`src/rtl/rotation_matrix_to_euler_top_assert.svh`:
```
// Assertion macros used by the top-level RTL; they expect clk_i and rst_ni in scope.
`ifndef ROTATION_MATRIX_TO_EULER_TOP_ASSERT_SVH
`define ROTATION_MATRIX_TO_EULER_TOP_ASSERT_SVH

// Check that a condition holds on every clock edge outside reset.
`define RM2E_ASSERT(lbl, cond, msg) \
  lbl: assert property (@(posedge clk_i) disable iff (!rst_ni) (cond)) else $error(msg);

// Check that a consequent holds in the same cycle as its trigger.
`define RM2E_ASSERT_IMPLY(lbl, trig, cons, msg) \
  lbl: assert property (@(posedge clk_i) disable iff (!rst_ni) (trig) |-> (cons)) \
    else $error(msg);

`endif

```
`src/rtl/rm2e_pkg.sv`:
```
`default_nettype none
package rm2e_pkg;

  localparam int unsigned CORDIC_STEPS_DEF = 14;
  localparam int unsigned ELEMENT_BITS_DEF = 16;
  localparam int unsigned QUEUE_DEPTH      = 4;

  localparam int unsigned PRESCALE_SHIFT = 20;
  localparam int unsigned ATAN_TAB_LEN   = 30;
  localparam int unsigned ANGLE_W        = 34;

  localparam int unsigned HEADING_W = 16;
  localparam int unsigned PITCH_W   = 15;
  localparam int unsigned ROLL_W    = 16;
  localparam int unsigned THRESH_W  = 15;

  localparam int unsigned APB_DATA_W = 32;
  localparam int unsigned APB_ADDR_W = 3;

  localparam logic signed [ANGLE_W-1:0] ANGLE_PI_2 = 34'sd1686629713;
  localparam logic signed [ANGLE_W-1:0] ANGLE_RND  = 34'sd65536;
  localparam int unsigned               ANGLE_OUT_SHIFT = 17;

  localparam logic signed [HEADING_W-1:0] OUT_PI   = 16'sd25736;
  localparam logic signed [PITCH_W-1:0]   OUT_PI_2 = 15'sd12868;

  localparam logic [THRESH_W-1:0] THRESH_RESET = 15'd16368;

  // round(atan(2^-i) * 2^30)
  localparam logic [31:0] ATAN_TAB [ATAN_TAB_LEN] = '{
    32'd843314857, 32'd497837829, 32'd263043837, 32'd133525159, 32'd67021687,
    32'd33543516,  32'd16775851,  32'd8388437,   32'd4194283,   32'd2097149,
    32'd1048576,   32'd524288,    32'd262144,    32'd131072,    32'd65536,
    32'd32768,     32'd16384,     32'd8192,      32'd4096,      32'd2048,
    32'd1024,      32'd512,       32'd256,       32'd128,       32'd64,
    32'd32,        32'd16,        32'd8,         32'd4,         32'd2
  };

  typedef enum logic [0:0] {
    REG_LOCK_THRESHOLD = 1'b0
  } reg_idx_e;

  typedef enum logic [1:0] {
    PITCH_CORDIC    = 2'b00,
    PITCH_POS_CLAMP = 2'b01,
    PITCH_NEG_CLAMP = 2'b10
  } pitch_mode_e;

  // Bits of one classified item passed from front to back.
  function automatic int unsigned item_width(input int unsigned eb);
    return 6 * eb + 7;
  endfunction

endpackage
`default_nettype wire

```
`src/rtl/rm2e_front.sv`:
```
`default_nettype none
module rm2e_front #(
  parameter int unsigned ELEMENT_BITS = rm2e_pkg::ELEMENT_BITS_DEF
) (
  input  logic                                   clk_i,
  input  logic                                   rst_ni,
  input  logic [rm2e_pkg::THRESH_W-1:0]          thresh_i,
  input  logic                                   in_valid_i,
  output logic                                   in_ready_o,
  input  logic signed [ELEMENT_BITS-1:0]         m_zy_i,
  input  logic signed [ELEMENT_BITS-1:0]         m_xx_i,
  input  logic signed [ELEMENT_BITS-1:0]         m_zx_i,
  input  logic signed [ELEMENT_BITS-1:0]         m_zz_i,
  input  logic signed [ELEMENT_BITS-1:0]         m_xy_i,
  input  logic signed [ELEMENT_BITS-1:0]         m_yy_i,
  output logic                                   out_valid_o,
  input  logic                                   out_ready_i,
  output logic [rm2e_pkg::item_width(ELEMENT_BITS)-1:0] out_item_o
);
  import rm2e_pkg::*;

  localparam int unsigned EW    = ELEMENT_BITS + 1;
  localparam int unsigned H     = ELEMENT_BITS - 2;
  localparam int unsigned NW    = 2 * H + 2;
  localparam int unsigned RW    = H + 4;
  localparam int unsigned SQ    = H + 1;
  localparam int unsigned FL    = SQ + 2;
  localparam int unsigned CMP_W = (EW > 16) ? EW : 16;

  localparam logic signed [EW-1:0] ONE    = {{(EW-H-1){1'b0}}, 1'b1, {H{1'b0}}};
  localparam logic [NW-1:0]        ONE_SQ = {2'b01, {(2*H){1'b0}}};

  typedef struct packed {
    logic signed [EW-1:0] hy;
    logic signed [EW-1:0] hx;
    logic signed [EW-1:0] ry;
    logic signed [EW-1:0] rx;
    logic signed [EW-1:0] sinp;
    pitch_mode_e          pmode;
    logic                 locked;
  } side_t;

  typedef struct packed {
    side_t       side;
    logic [H:0]  c;
  } item_t;

  logic              en;
  logic [FL-1:0]     v_q;
  side_t             side_q [FL];
  side_t             side_d;
  logic [H-1:0]      a_q;
  logic [H-1:0]      a_d;
  logic [2*H-1:0]    sq_w;
  logic [NW-1:0]     n_q;
  logic [RW-1:0]     rem_q  [SQ];
  logic [SQ-1:0]     root_q [SQ];
  logic [NW-1:0]     nsh_q  [SQ];

  logic signed [EW-1:0]    sinp_w;
  logic signed [EW-1:0]    abs_w;
  logic signed [CMP_W-1:0] sinp_c;
  logic signed [CMP_W-1:0] thr_c;
  item_t                   item_w;

  assign en         = !v_q[FL-1] || out_ready_i;
  assign in_ready_o = en;

  // Classify the incoming matrix and pick the atan2 operands.
  always_comb begin
    sinp_w = -EW'(m_zy_i);
    abs_w  = (sinp_w < 0) ? -sinp_w : sinp_w;
    a_d    = abs_w[H-1:0];
    sinp_c = CMP_W'(sinp_w);
    thr_c  = CMP_W'($signed({1'b0, thresh_i}));
    side_d.sinp   = sinp_w;
    side_d.locked = sinp_c > thr_c;
    if (sinp_w <= -ONE) begin
      side_d.pmode = PITCH_NEG_CLAMP;
    end else if (sinp_w >= ONE) begin
      side_d.pmode = PITCH_POS_CLAMP;
    end else begin
      side_d.pmode = PITCH_CORDIC;
    end
    if (side_d.locked) begin
      side_d.hy = sinp_w;
      side_d.hx = EW'(m_xx_i);
    end else begin
      side_d.hy = EW'(m_zx_i);
      side_d.hx = EW'(m_zz_i);
    end
    side_d.ry = EW'(m_xy_i);
    side_d.rx = EW'(m_yy_i);
  end

  assign sq_w = a_q * a_q;

  // Advance the valid line.
  always_ff @(posedge clk_i or negedge rst_ni) begin
    if (!rst_ni) begin
      v_q <= '0;
    end else if (en) begin
      v_q <= {v_q[FL-2:0], in_valid_i};
    end
  end

  // Advance the sideband and the cosine operand.
  always_ff @(posedge clk_i) begin
    if (en) begin
      side_q[0] <= side_d;
      for (int i = 1; i < FL; i++) begin
        side_q[i] <= side_q[i-1];
      end
      a_q <= a_d;
      n_q <= ONE_SQ - {2'b00, sq_w};
    end
  end

  // Square root of one^2 - s^2, one result bit per stage.
  for (genvar k = 0; k < SQ; k++) begin : g_sqrt
    logic [RW-1:0] rem_in;
    logic [SQ-1:0] root_in;
    logic [NW-1:0] nsh_in;
    logic [RW-1:0] rem_s;
    logic [RW-1:0] trial;
    logic [RW-1:0] rem_o;
    logic [SQ-1:0] root_o;

    if (k == 0) begin : g_first
      assign rem_in  = '0;
      assign root_in = '0;
      assign nsh_in  = n_q;
    end else begin : g_next
      assign rem_in  = rem_q[k-1];
      assign root_in = root_q[k-1];
      assign nsh_in  = nsh_q[k-1];
    end

    always_comb begin
      rem_s = {rem_in[RW-3:0], nsh_in[NW-1 -: 2]};
      trial = RW'({root_in, 2'b01});
      if (rem_s >= trial) begin
        rem_o  = rem_s - trial;
        root_o = {root_in[SQ-2:0], 1'b1};
      end else begin
        rem_o  = rem_s;
        root_o = {root_in[SQ-2:0], 1'b0};
      end
    end

    always_ff @(posedge clk_i) begin
      if (en) begin
        rem_q[k]  <= rem_o;
        root_q[k] <= root_o;
        nsh_q[k]  <= {nsh_in[NW-3:0], 2'b00};
      end
    end
  end

  assign item_w.side = side_q[FL-1];
  assign item_w.c    = root_q[SQ-1];
  assign out_valid_o = v_q[FL-1];
  assign out_item_o  = item_w;

endmodule
`default_nettype wire

```
`config.mk`:
```
export PLATFORM = sky130hd
export DESIGN_NAME = rm2e_front
export DESIGN_NICKNAME = d
export VERILOG_FILES = /design/src/rtl/rotation_matrix_to_euler_top_assert.svh /design/src/rtl/rm2e_pkg.sv /design/src/rtl/rm2e_front.sv
export SDC_FILE = /design/constraint.sdc
export NUM_CORES = 2
export LEC_CHECK = 0
export BUFFER_PORTS_ARGS = -buffer_cell sky130_fd_sc_hd__buf_2
export CAP_MARGIN = 20
export CORE_ASPECT_RATIO = 0.5
export CORE_MARGIN = 10
export CORE_UTILIZATION = 55
export DETAILED_ROUTE_END_ITERATION = 8
export HOLD_SLACK_MARGIN = 0.03
export PLACE_DENSITY = 0.75
export SYNTH_ARGS = -nofsm -noshare
export SYNTH_HDL_FRONTEND = slang
export SYNTH_SLANG_ARGS = --single-unit
```
`constraint.sdc`:
```
create_clock -name clk_i -period 70.6 [get_ports clk_i]
set_input_delay 10.59 -clock clk_i [delete_from_list [all_inputs] [get_ports clk_i]]
set_output_delay 10.59 -clock clk_i [all_outputs]
set_load 0.005 [all_outputs]
```
==> results.ini <==
[worst_setup_path]
ff2ff_path_depth=22
required_ps=60010
critPathCaptureType=output pin
crit_path_end=in_ready_o
crit_type=in -> out
startpoint=out_ready_i
worstPathMaxFanout=53
rr_endpoint=g_sqrt[0].nsh_in[26]
regToRegStartpoint=a_q[4]
r2r_slack_ps=63330
arrival_ps=11570
startpoint_type=input pin

[logic_synthesis]
async_reset_ff_share_pct=0.845
ys_ff_latch=2013
netlist.area_leader.share_pct=77.7
ys_seq_area_share_pct=78.2
synth-edff-count=1996
syn_avg_cell_area_um2=17.7
syn_inst=4365
synth.area.top_cells=edfxtp_1 78%, ha_1 4.2%, fa_1 3.1%, inv_1 2.2%, xnor2_1 1.4%
synth.distinct_cells=77
postSynthNetCount=4857
yosysWarnings=0
syn_area_um2=77100
yosysTopAreaCell=edfxtp_1
ys.flop_type=edfxtp_1

[clock_network]
post_cts_resized=0
cts_buffers=167
cts_setup_buffers=0
clk_path_buf_depth=3
clockRootBuffer=clkbuf_16
clk_latency_ps=770
clock-sinks=2013
cts_hold_buf=0
clkTransAtPathRegs_ps=60
cts_tree=built
h-tree-depth=4

[run_status]
status=complete, no violations

[global_routing]
gr-total-overflow=0
grt_use_total_pct=14.0
busiest_layer=met2
use_met2_pct=24.8
grt_util_met1_pct=16.7
grt_use_met3_pct=3.46
grt_pass1_wl_mm=178
grt_pass1_vias=35100
grt_max_degree=200
grt_antenna_before_repair=16

[cells_and_area]
nFillCells=9706
final_common_cell=edfxtp_1
area.growth.synth_to_final_pct=11.0
final_cell_mix=1,996 x edfxtp_1, 451 x inv_1, 259 x ha_1
nNetsFinal=5132
drive_above_1_share_pct=12.0

[timing]
max_freq_ghz=0.0451
tightest_slew_ps=1070
rsz0062_at_grt=false
clock-skew-final_ps=26.7
setup-violations-final=0
finalHoldViolCount=0
final.setup.tns_ps=0
period_share_pct=31.4
drv_slew=0
worst_slew_margin_rel_pct=28.6
min_period_ps=22160

[floorplanning]
pin_count=220
core_area_um2=140000
row_count=97
dieArea_um2=157000
dieWidth_um=550
fp.dieH_um=285
initial_utilization_pct=55.2

[flow_run]
drv_cap=0

[route]
finalWirelength_mm=111
drtPass1Iterations=5
drt_iter0_markers=2238
vias=33900
wl_per_cell_um=16.6
avgViaCountPerCell=5.08
drc_errors=0
antenna_left=0

[place]
hpwlAfterDp_mm=70.4
portBuffers=219
place.gp.congestion=0.889

[hold_path]
hold_class=reg -> reg

-- sequential cells by signal (all words and copies together), names as in the netlist --
signal         cells
v_q               17
a_q               14
rem_q            208
nsh_q            183
g_sqrt.nsh_in     29
side_q          1442
root_q           120
-- final cells by class --
class | instances | area (um^2) | share of cell area [%]
diodes | 13 | 32.5 | 0.0380
clock buffers | 200 | 4360 | 5.09
clock inverters | 107 | 1250 | 1.47
inverters | 454 | 1700 | 1.99
multi-input cells | 1762 | 14200 | 16.6
flip-flops and latches | 2013 | 60400 | 70.5
well taps | 1881 | 2350 | 2.75
repair buffers | 242 | 1380 | 1.61
-- per-stage QoR --
stage | util (%) | setup slack (ps) | std cells | hold slack, ps | instance area (um^2)
after floorplan | - | 1710 | 4365 | 400 | 77100
after global placement | 57.3 | 48400 | 6351 | 400 | 80000
after detailed placement | 57.3 | 48380 | 6351 | 405 | 80000
after CTS | 61.3 | 48380 | 6658 | 393 | 85600
after global routing | 61.3 | 48320 | 6669 | 404 | 85600
final | 61.3 | 48440 | 6672 | 397 | 85600
-- how the worst min path moves through the flow --
stage / startpoint / endpoint / cells after the start
after floorplan: nsh_q[0][70] / nsh_q[0][100] / 0
after global placement: side_q[0][572] / side_q[0][660] / 0
after detailed placement: nsh_q[0][72] / nsh_q[0][102] / 0
after CTS: side_q[0][922] / side_q[0][1010] / 0
after global routing: side_q[0][461] / side_q[0][549] / 0
final: side_q[0][461] / side_q[0][549] / 0
-- cell usage after synthesis (8+ instances only) --
cell / instances
a21o_1: 59
nand3_1: 37
a211o_1: 8
inv_1: 451
or4_1: 8
clkbuf_1: 39
and2_1: 29
nor2b_1: 27
xor2_1: 82
or3_1: 27
o21ai_0: 104
nand2b_1: 38
nand4_1: 17
edfxtp_1: 1996
nor4_1: 21
o21a_1: 36
a31oi_1: 16
o21bai_1: 12
mux2_2: 41
buf_4: 88
nor2_1: 152
and3_1: 8
nand2_1: 190
mux2_1: 25
dfrtp_1: 17
or2_2: 15
xnor2_1: 120
a211oi_1: 10
fa_1: 118
ha_1: 259
a21oi_1: 145
nor3_1: 62
-- per-layer routing --
metal | vias to the layer above | routed length (um)
met5 | - | 47
met1 | 16500 | 45900
li1 | 16500 | -
met4 | 8 | 3070
met3 | 244 | 5190
met2 | 643 | 56900
-- logic make-up after synthesis --
kind of cell               share of synthesized area, %
muxes                                              1.02
DFF                                                78.2
xor gates and xnor gates                           2.31
and+or+nand+nor                                    4.18
other                                           0.00486
AOI/OAI and AO/OA                                  3.63
adders and majority gates                          7.26
buffers and inverters                              3.35
-- worst max-delay path, stage by stage --
cell and delay, ps:
buf_2 80, nand2b_4 560, buf_2 320
Power is left out: the tool's default activity adds up to more than one toggle a clock period on the data nets, which glitch-free logic cannot reach.
