===== src/rtl/rotation_matrix_to_euler_top_assert.svh =====
// Assertion macros used by the top-level RTL; they expect clk_i and rst_ni in scope.
`ifndef ROTATION_MATRIX_TO_EULER_TOP_ASSERT_SVH
`define ROTATION_MATRIX_TO_EULER_TOP_ASSERT_SVH

// Check that a condition holds on every clock edge outside reset.
`define RM2E_ASSERT(lbl, cond, msg) \
  lbl: assert property (@(posedge clk_i) disable iff (!rst_ni) (cond)) else $error(msg);

// Check that a consequent holds in the same cycle as its trigger.
`define RM2E_ASSERT_IMPLY(lbl, trig, cons, msg) \
  lbl: assert property (@(posedge clk_i) disable iff (!rst_ni) (trig) |-> (cons)) \
    else $error(msg);

`endif


===== src/rtl/rm2e_pkg.sv =====
`default_nettype none
package rm2e_pkg;

  localparam int unsigned CORDIC_STEPS_DEF = 14;
  localparam int unsigned ELEMENT_BITS_DEF = 16;
  localparam int unsigned QUEUE_DEPTH      = 4;

  localparam int unsigned PRESCALE_SHIFT = 20;
  localparam int unsigned ATAN_TAB_LEN   = 30;
  localparam int unsigned ANGLE_W        = 34;

  localparam int unsigned HEADING_W = 16;
  localparam int unsigned PITCH_W   = 15;
  localparam int unsigned ROLL_W    = 16;
  localparam int unsigned THRESH_W  = 15;

  localparam int unsigned APB_DATA_W = 32;
  localparam int unsigned APB_ADDR_W = 3;

  localparam logic signed [ANGLE_W-1:0] ANGLE_PI_2 = 34'sd1686629713;
  localparam logic signed [ANGLE_W-1:0] ANGLE_RND  = 34'sd65536;
  localparam int unsigned               ANGLE_OUT_SHIFT = 17;

  localparam logic signed [HEADING_W-1:0] OUT_PI   = 16'sd25736;
  localparam logic signed [PITCH_W-1:0]   OUT_PI_2 = 15'sd12868;

  localparam logic [THRESH_W-1:0] THRESH_RESET = 15'd16368;

  // round(atan(2^-i) * 2^30)
  localparam logic [31:0] ATAN_TAB [ATAN_TAB_LEN] = '{
    32'd843314857, 32'd497837829, 32'd263043837, 32'd133525159, 32'd67021687,
    32'd33543516,  32'd16775851,  32'd8388437,   32'd4194283,   32'd2097149,
    32'd1048576,   32'd524288,    32'd262144,    32'd131072,    32'd65536,
    32'd32768,     32'd16384,     32'd8192,      32'd4096,      32'd2048,
    32'd1024,      32'd512,       32'd256,       32'd128,       32'd64,
    32'd32,        32'd16,        32'd8,         32'd4,         32'd2
  };

  typedef enum logic [0:0] {
    REG_LOCK_THRESHOLD = 1'b0
  } reg_idx_e;

  typedef enum logic [1:0] {
    PITCH_CORDIC    = 2'b00,
    PITCH_POS_CLAMP = 2'b01,
    PITCH_NEG_CLAMP = 2'b10
  } pitch_mode_e;

  // Bits of one classified item passed from front to back.
  function automatic int unsigned item_width(input int unsigned eb);
    return 6 * eb + 7;
  endfunction

endpackage
`default_nettype wire


===== src/rtl/rm2e_queue.sv =====
`default_nettype none
module rm2e_queue #(
  parameter int unsigned W     = 8,
  parameter int unsigned DEPTH = rm2e_pkg::QUEUE_DEPTH
) (
  input  logic         clk_i,
  input  logic         rst_ni,
  input  logic         in_valid_i,
  output logic         in_ready_o,
  input  logic [W-1:0] in_data_i,
  output logic         out_valid_o,
  input  logic         out_ready_i,
  output logic [W-1:0] out_data_o
);
  localparam int unsigned AW = (DEPTH > 1) ? $clog2(DEPTH) : 1;

  logic [W-1:0]  mem_q [DEPTH];
  logic [AW-1:0] wr_q;
  logic [AW-1:0] rd_q;
  logic [AW:0]   cnt_q;
  logic          push;
  logic          pop;

  assign in_ready_o  = cnt_q != (AW+1)'(DEPTH);
  assign out_valid_o = cnt_q != '0;
  assign push        = in_valid_i && in_ready_o;
  assign pop         = out_valid_o && out_ready_i;
  assign out_data_o  = mem_q[rd_q];

  // Track pointers and fill level.
  always_ff @(posedge clk_i or negedge rst_ni) begin
    if (!rst_ni) begin
      wr_q  <= '0;
      rd_q  <= '0;
      cnt_q <= '0;
    end else begin
      if (push) begin
        wr_q <= (wr_q == AW'(DEPTH - 1)) ? '0 : wr_q + 1'b1;
      end
      if (pop) begin
        rd_q <= (rd_q == AW'(DEPTH - 1)) ? '0 : rd_q + 1'b1;
      end
      if (push && !pop) begin
        cnt_q <= cnt_q + 1'b1;
      end else if (pop && !push) begin
        cnt_q <= cnt_q - 1'b1;
      end
    end
  end

  // Store the beat.
  always_ff @(posedge clk_i) begin
    if (push) begin
      mem_q[wr_q] <= in_data_i;
    end
  end

endmodule
`default_nettype wire


===== config.mk =====
export PLATFORM = sky130hd
export DESIGN_NAME = rm2e_queue
export DESIGN_NICKNAME = d
export VERILOG_FILES = /design/src/rtl/rotation_matrix_to_euler_top_assert.svh /design/src/rtl/rm2e_pkg.sv /design/src/rtl/rm2e_queue.sv
export SDC_FILE = /design/constraint.sdc
export NUM_CORES = 1
export LEC_CHECK = 0
export ABC_AREA = 1
export BUFFER_PORTS_ARGS = -buffer_cell sky130_fd_sc_hd__buf_2
export CORE_ASPECT_RATIO = 1.2
export CORE_UTILIZATION = 35
export CTS_BUF_LIST = sky130_fd_sc_hd__clkbuf_8 sky130_fd_sc_hd__clkbuf_16
export DETAILED_ROUTE_END_ITERATION = 8
export PLACE_DENSITY = 0.62
export SLEW_MARGIN = 20
export SYNTH_ARGS = -nofsm -noshare
export SYNTH_HDL_FRONTEND = slang
export SYNTH_SLANG_ARGS = --single-unit
export TNS_END_PERCENT = 1

===== constraint.sdc =====
create_clock -name clk_i -period 2.5 [get_ports clk_i]
set_input_delay 0.125 -clock clk_i [delete_from_list [all_inputs] [get_ports clk_i]]
set_output_delay 0.125 -clock clk_i [all_outputs]
set_load 0.02 [all_outputs]

==> impl_metrics.csv, run 1 <==
group,metric,value,unit
status,status,"finished clean",
power_and_ir_drop,p_leak,0.885,nW
finish,layout_commonest_cell,"nand2_1",
synth,synth_fa_ha_area_frac,0.0542,
global_routing,grt_overflow,0,
worst_setup_path,r2r.worst_path.cells,9,
power_and_ir_drop,irDropWorstVdd,0.478,mV
cts,cts-root-buf,"clkbuf_8",
cts,htree_levels,2,
synth,synth.distinct_cells,16,
finish,nNetsFinal,200,
worst_setup_path,rrSetupSlack,0.68,ns
power_and_ir_drop,power_density,1140,nW/um2
synth,ys_ff_latch,39,
synth,syn_area,1750,um2
timing,tightest_slew,0.396,ns
placement,io_buffers,21,
worst_setup_path,endpoint_kind,"register",
min_path,hp-class,"primary input to register",
floorplanning,fp.dieArea,5300,um2
cts,cts_sinks,39,
drt,drc,0,
synth,synth-xor-area-share,0.00499,
drt,ant_nets,0,
placement,post-dp-hpwl,1950,um
finish,area_growth,14.4,%
global_routing,grt_pass1_vias,1019,
cts,ctsResizeCount,0,
drt,route.met3.wl,150,um
finish,fill_cells,462,
worst_setup_path,required,2.66,ns
run,drv_cap,0,
timing,setup_viol_count_final,0,
global_routing,grt_pass1_wl,4580,um
worst_setup_path,reg2reg_from,"cnt_q[1]",
finish,layout_common_cells,"37 x nand2_1, 32 x edfxtp_1, 29 x inv_1, 21 x buf_2, 16 x o211ai_1",
synth,synth-simple-area-share,0.126,
timing,rsz0062_at_grt,"false",
timing,skew,0.00563,ns
synth,ys_seq_area_frac,0.648,
worst_setup_path,cp.arrival,1.99,ns
drt,dr.pass1.iters,4,
timing,max_slew_margin,0.736,
timing,max_freq,0.548,GHz
synth,muxShareOfSynthArea,0,
finish,n_antenna_cell,0,
finish,fin_area,2010,um2
worst_setup_path,path_class,"register to register",
worst_setup_path,crit_fanout,7,
floorplanning,core_region_area,4700,um2
finish,seqCellArea,1140,um2
global_routing,track_usage,0.122,
synth,synth_nets,171,
timing,final.setup.tns,0,ns
cts,cts_tree,"built",
drt,met2_length,1380,um
floorplanning,top_level_ports,22,
placement,placed_cell_area,1910,um2
worst_setup_path,cp-endpoint,"cnt_q[1]",
timing,hold_violations,0,
timing,period_needed,1.82,ns
drt,wl_met1,1160,um
cts,clock_path_buffers,2,
drt,top_layer_used,"met4",
global_routing,grt_max_degree,36,
floorplanning,fp.dieW,66.6,um
placement,gp_congestion,0.846,
drt,wl_per_cell,11.4,um
cts,clk_pin_slew,0.07,ns
cts,worstSkewPairLatency,0.28,ns
drt,vias,1066,
floorplanning,start_util,0.374,
worst_setup_path,crit_start,"cnt_q[1]",
timing,drv_slew,0,
finish,multi_input_area,449,um2
synth,ys_warn_count,0,
cts,post_cts_buffers,0,
worst_setup_path,r2r_end,"cnt_q[1]",
drt,drtIter0Drc,40,
floorplanning,num_rows,27,
synth,synth_cells,152,
drt,vias_per_cell,4.44,
cts,holdBufCountCts,1,
finish,final_layout_size_suffix_gt1_frac,0.209,
worst_setup_path,cp-start-kind,"register",
synth,synth_area_per_cell,11.5,um2
cts,cts_buffers,5,
synth,synth_compound_area_frac,0.0713,
synth,synth_top_family_by_area,"simple AND/OR/NAND/NOR gates",
timing,finalCritPeriodShare,0.729,
floorplanning,die_y,79.6,um
global_routing,antenna_found_initial,0,
drt,wirelength,2730,um
==> sequential cells by signal, indices dropped and copies added (netlist names) <==
| register | flops |
|---|---|
| mem_q | 32 |
| rd_q | 2 |
| cnt_q | 3 |
| wr_q | 2 |
==> per-stage QoR <==
step	util	total power [mW]	hold WS [ns]	cells	worst slack [ns]
6_report	0.427	2.28	0.0522	240	0.677
5_1_grt	0.427	2.48	0.0497	240	0.482
4_1_cts	0.427	2.32	0.0445	240	0.655
3_5_place_dp	0.407	1.93	-0.0350	231	0.667
3_3_place_gp	0.407	1.90	-0.0319	231	0.702
2_1_floorplan	-	1.70	-0.171	152	0.673
==> worst max-delay path: stages, from the launching register on <==
cell     delay, ns
dfrtp_1       0.40
inv_1         0.10
nand3_2       0.12
nand2_2       0.14
inv_1         0.07
ha_1          0.21
inv_1         0.09
fa_1          0.42
nand2_1       0.07
o21ai_0       0.08
==> cells in the mapped netlist <==
master | number | area (um2)
edfxtp_1 | 32 | 961
nand3_2 | 1 | 10.0
nand3_1 | 6 | 30.0
buf_6 | 5 | 56.3
nand2_1 | 37 | 139
o211ai_1 | 16 | 120
inv_2 | 1 | 3.75
nand4_1 | 1 | 6.26
o21ai_0 | 1 | 5.00
dfrtp_1 | 7 | 175
xnor2_1 | 1 | 8.76
inv_1 | 29 | 109
fa_1 | 1 | 20.0
nand2_2 | 2 | 12.5
nor2_1 | 6 | 22.5
ha_1 | 6 | 75.1
==> per-layer routing <==
| layer | vias up | track usage |
|---|---|---|
| li1 | 560 | - |
| met1 | 476 | 0.137 |
| met2 | 24 | 0.198 |
| met3 | 6 | 0.0429 |
| met4 | 0 | 0.0638 |
| met5 | - | 0 |
==> power breakdown <==
part           switching [mW]  total, mW  internal [mW]
Sequential             0.0964      0.969          0.872
Combinational           0.593      0.923          0.330
Clock                   0.199      0.389          0.190
==> logic make-up (layout without fill, tap and decap cells) <==
| family | Yosys count | count (layout) |
|---|---|---|
| compound gates | 17 | 17 |
| xor+xnor | 1 | 1 |
| fa+ha+maj | 7 | 7 |
| buf+inv | 35 | 65 |
| flops | 39 | 39 |
| simple gates | 53 | 53 |
==> layout make-up <==
class	instances	share of cell area
sequential	39	0.566
multi-input combinational	78	0.224
timing repair buffer	27	0.0761
inverter	30	0.0561
tap	58	0.0362
clock buffer	5	0.0343
clock inverter	3	0.00748
==> worst min-delay path by stage <==
stage               cells past startpoint          end          from
floorplan                               0     cnt_q[0]        rst_ni
global placement                        1      wr_q[1]        rst_ni
detailed placement                      1      wr_q[1]        rst_ni
CTS                                     1  mem_q[0][4]  in_data_i[4]
global route                            1  mem_q[0][4]  in_data_i[4]
finish                                  1  mem_q[1][5]  in_data_i[5]
No activity file was read; power rests on OpenSTA's default activity.
==> inputs of run 2 (changes only) <==
- ABC_AREA: 1 -> 0
- PLACE_DENSITY: 0.62 -> 0.64
- clock period: 2.5 -> 1.54 ns (I/O delays scaled with it)
==> run 2 against run 1 <==
The flow now finishes with violations (setup timing). Critical path depth shrank 1. Non-clock buffer count rose by 7. Sequential cell count stayed put. Final area up 0.44%. Core utilization grew 3.8 points. Synthesized cell count down 48%. Count of clock-buffer cells in the layout is the same. Fmax decreased by 0.10%. Largest cell class unchanged.
==> impl_metrics.csv, run 2 <==
group,metric,value,unit
global_routing,track_usage,0.114,
drt,ant_nets,0,
floorplanning,top_level_ports,22,
drt,vias_per_cell,4.59,
timing,skew,0.00471,ns
cts,cts-root-buf,"clkbuf_8",
timing,finalCritPeriodShare,1.19,
timing,rsz0062_at_grt,"true",
worst_setup_path,critical_path_buf_inv_count,1,
floorplanning,start_util,0.370,
finish,n_antenna_cell,0,
finish,top_register,"mem_q",
timing,layout_setup_ws,-0.285,ns
cts,clk_pin_slew,0.07,ns
synth,ys_warn_count,0,
worst_setup_path,cp_top_family,"simple AND/OR/NAND/NOR gates",
timing,max_freq,0.548,GHz
timing,hold_violations,0,
cts,clock_path_buffers,2,
synth,synth_top_cells_by_count,"32 x edfxtp_1, 8 x mux4_2, 7 x dfrtp_1",
timing,setup_viol_count_final,3,
min_path,whs_path_depth,1,
finish,layout_commonest_cell,"edfxtp_1",
synth,synth_ff_type,"edfxtp_1",
cts,cts_buffers,5,
placement,post-dp-hpwl,1770,um
floorplanning,num_rows,26,
worst_setup_path,worstPathCellList,"or3_4 -> nand2_4 -> ha_4 -> inv_2 -> fa_2 -> xor2_1 -> nor2_1 -> xor2_1",
worst_setup_path,slowest_stage,"or3_4",
timing,drv_slew,0,
global_routing,grt_pass1_wl,3970,um
worst_setup_path,cp.arrival,2.04,ns
drt,vias,803,
worst_setup_path,r2r.worst_path.cells,8,
worst_setup_path,rrSetupSlack,-0.29,ns
synth,synth_nets,98,
drt,drtIter0Drc,38,
worst_setup_path,crit_path_frequent_cell,"xor2_1",
worst_setup_path,crit_fanout,2,
placement,io_buffers,21,
finish,layout_common_cells,"32 x edfxtp_1, 21 x buf_2, 11 x buf_4, 8 x mux4_2, 6 x dfrtp_1",
finish,area_growth,26.1,%
worst_setup_path,endpoint_kind,"register",
power_and_ir_drop,p_leak,0.774,nW
power_and_ir_drop,power_density,1960,nW/um2
cts,worstSkewPairLatency,0.28,ns
timing,period_needed,1.83,ns
min_path,hp-class,"primary input to register",
synth,syn_area,1600,um2
worst_setup_path,r2r_end,"cnt_q[2]",
global_routing,antenna_found_initial,0,
cts,htree_levels,2,
worst_setup_path,slowest_delay,0.41,ns
synth,synth_cells,79,
global_routing,grt_pass1_vias,857,
synth,ys_seq_area_frac,0.710,
global_routing,grt_max_degree,13,
floorplanning,fp.dieW,63.7,um
finish,final_layout_size_suffix_gt1_frac,0.538,
run,drv_cap,0,
min_path,whs_endpoint,"mem_q[0][0]",
finish,final_util,0.466,
synth,synth_area_leaders,"edfxtp_1 60%, mux4_2 11%, dfrtp_1 11%, ha_1 4.7%, mux2_2 2.1%",
synth,synth.distinct_cells,18,
worst_setup_path,reg2reg_from,"cnt_q[0]",
finish,largestRegisters,"mem_q: 32 flops, cnt_q: 3 flops",
synth,synth_edf_count,32,
drt,dr.pass1.iters,4,
drt,wl_per_cell,13.9,um
timing,final.setup.tns,-0.548,ns
finish,largest_reg_flops,32,
min_path,hold_path.startpoint,"in_data_i[0]",
timing,max_slew_margin,0.825,
worst_setup_path,required,1.75,ns
synth,async_reset_ff_frac,0.179,
power_and_ir_drop,irDropWorstVdd,1.12,mV
drt,wirelength,2430,um
global_routing,grt_overflow,0,
placement,gp_congestion,0.677,
synth,ys_ff_latch,39,
synth,yosysMostFrequentCell,"edfxtp_1",
floorplanning,fp.dieArea,4840,um2
worst_setup_path,path_class,"register to register",
floorplanning,die_y,76.0,um
finish,nNetsFinal,137,
synth,synth_top_area_share,0.601,
synth,synth_top_area_cell,"edfxtp_1",
synth,synth_area_per_cell,20.2,um2
status,status,"finished with violations",
cts,cts_sinks,39,
timing,tightest_slew,0.262,ns
status,violations,"setup timing",
floorplanning,core_region_area,4330,um2
cts,cts_tree,"built",
drt,drc,0,
worst_setup_path,cp-start-kind,"register",
run 2: changes by cell type after synthesis, moves of 4 or more:
cell and delta:
and2_1 +4, buf_6 -5, inv_1 -26, mux4_2 +8, nand2_1 -36, nand3_1 -6
o211ai_1 -16
run 2: per-stage QoR:
stage | hold slack [ns] | setup WS [ns] | total power, mW | instances | cell area, um2
floorplan | -0.219 | -0.368 | 2.59 | 79 | 1610
global placement | -0.0812 | -0.285 | 3.05 | 165 | 1860
detailed placement | -0.0717 | -0.321 | 3.12 | 165 | 1860
CTS | 0.00166 | -0.304 | 3.99 | 175 | 2000
global route | 0.00517 | -0.377 | 4.19 | 175 | 2020
finish | 0.00733 | -0.285 | 3.95 | 175 | 2020
run 2: logic make-up (layout without fill, tap and decap cells):
logic type / count (synthesis) / in the layout / share of synthesized area
simple gates: 11 / 11 / 0.0415
mux: 13 / 13 / 0.153
flops: 39 / 39 / 0.710
compound gates: 1 / 1 / 0.00704
xor+xnor: 3 / 3 / 0.0164
buf+inv: 5 / 45 / 0.0125
fa+ha+maj: 7 / 7 / 0.0595
run 2: layout make-up:
class,instances,area [um2]
Clock buffer,5,68.8
Sequential cell,39,1140
Multi-Input combinational cell,35,480
Timing Repair Buffer,34,209
Inverter,3,11.3
Tap cell,56,70.1
Clock inverter,3,38.8
Fill cell,363,2310
run 2: worst max path at each step:
stage / startpoint / to / slack, ns / cells after the start
floorplan: cnt_q[1] / cnt_q[2] / -0.37 / 8
detailed placement: cnt_q[0] / cnt_q[2] / -0.32 / 8
finish: cnt_q[0] / cnt_q[2] / -0.29 / 8
global placement: cnt_q[1] / cnt_q[1] / -0.29 / 7
global route: cnt_q[0] / cnt_q[2] / -0.38 / 8
CTS: cnt_q[0] / cnt_q[2] / -0.30 / 8
run 2: worst reg2reg max path, stage by stage, from the launching register on:
cell,delay [ns]
dfrtp_1,0.38
or3_4,0.41
nand2_4,0.08
ha_4,0.13
inv_2,0.03
fa_2,0.32
xor2_1,0.14
nor2_1,0.13
xor2_1,0.14
run 2: power breakdown:
group / switching (mW) / internal, mW
Combinational: 0.763 / 0.812
Clock: 0.325 / 0.474
Sequential: 0.148 / 1.43
run 2: metal layers:
layer	global-route usage	up-vias	share of wire
met2	0.195	22	0.52
met1	0.123	398	0.41
met5	0	-	0
met3	0.0449	5	0.051
li1	-	378	-
met4	0.0477	0	0.019
run 2: timing repair:
action	CTS	global route
resized for setup	10	2
endpoints found under the setup margin	39	15
gates cloned	0	0
buffers inserted	1	0
hold buffers	1	0
endpoints found under the hold margin	7	0
pin swaps	3	0
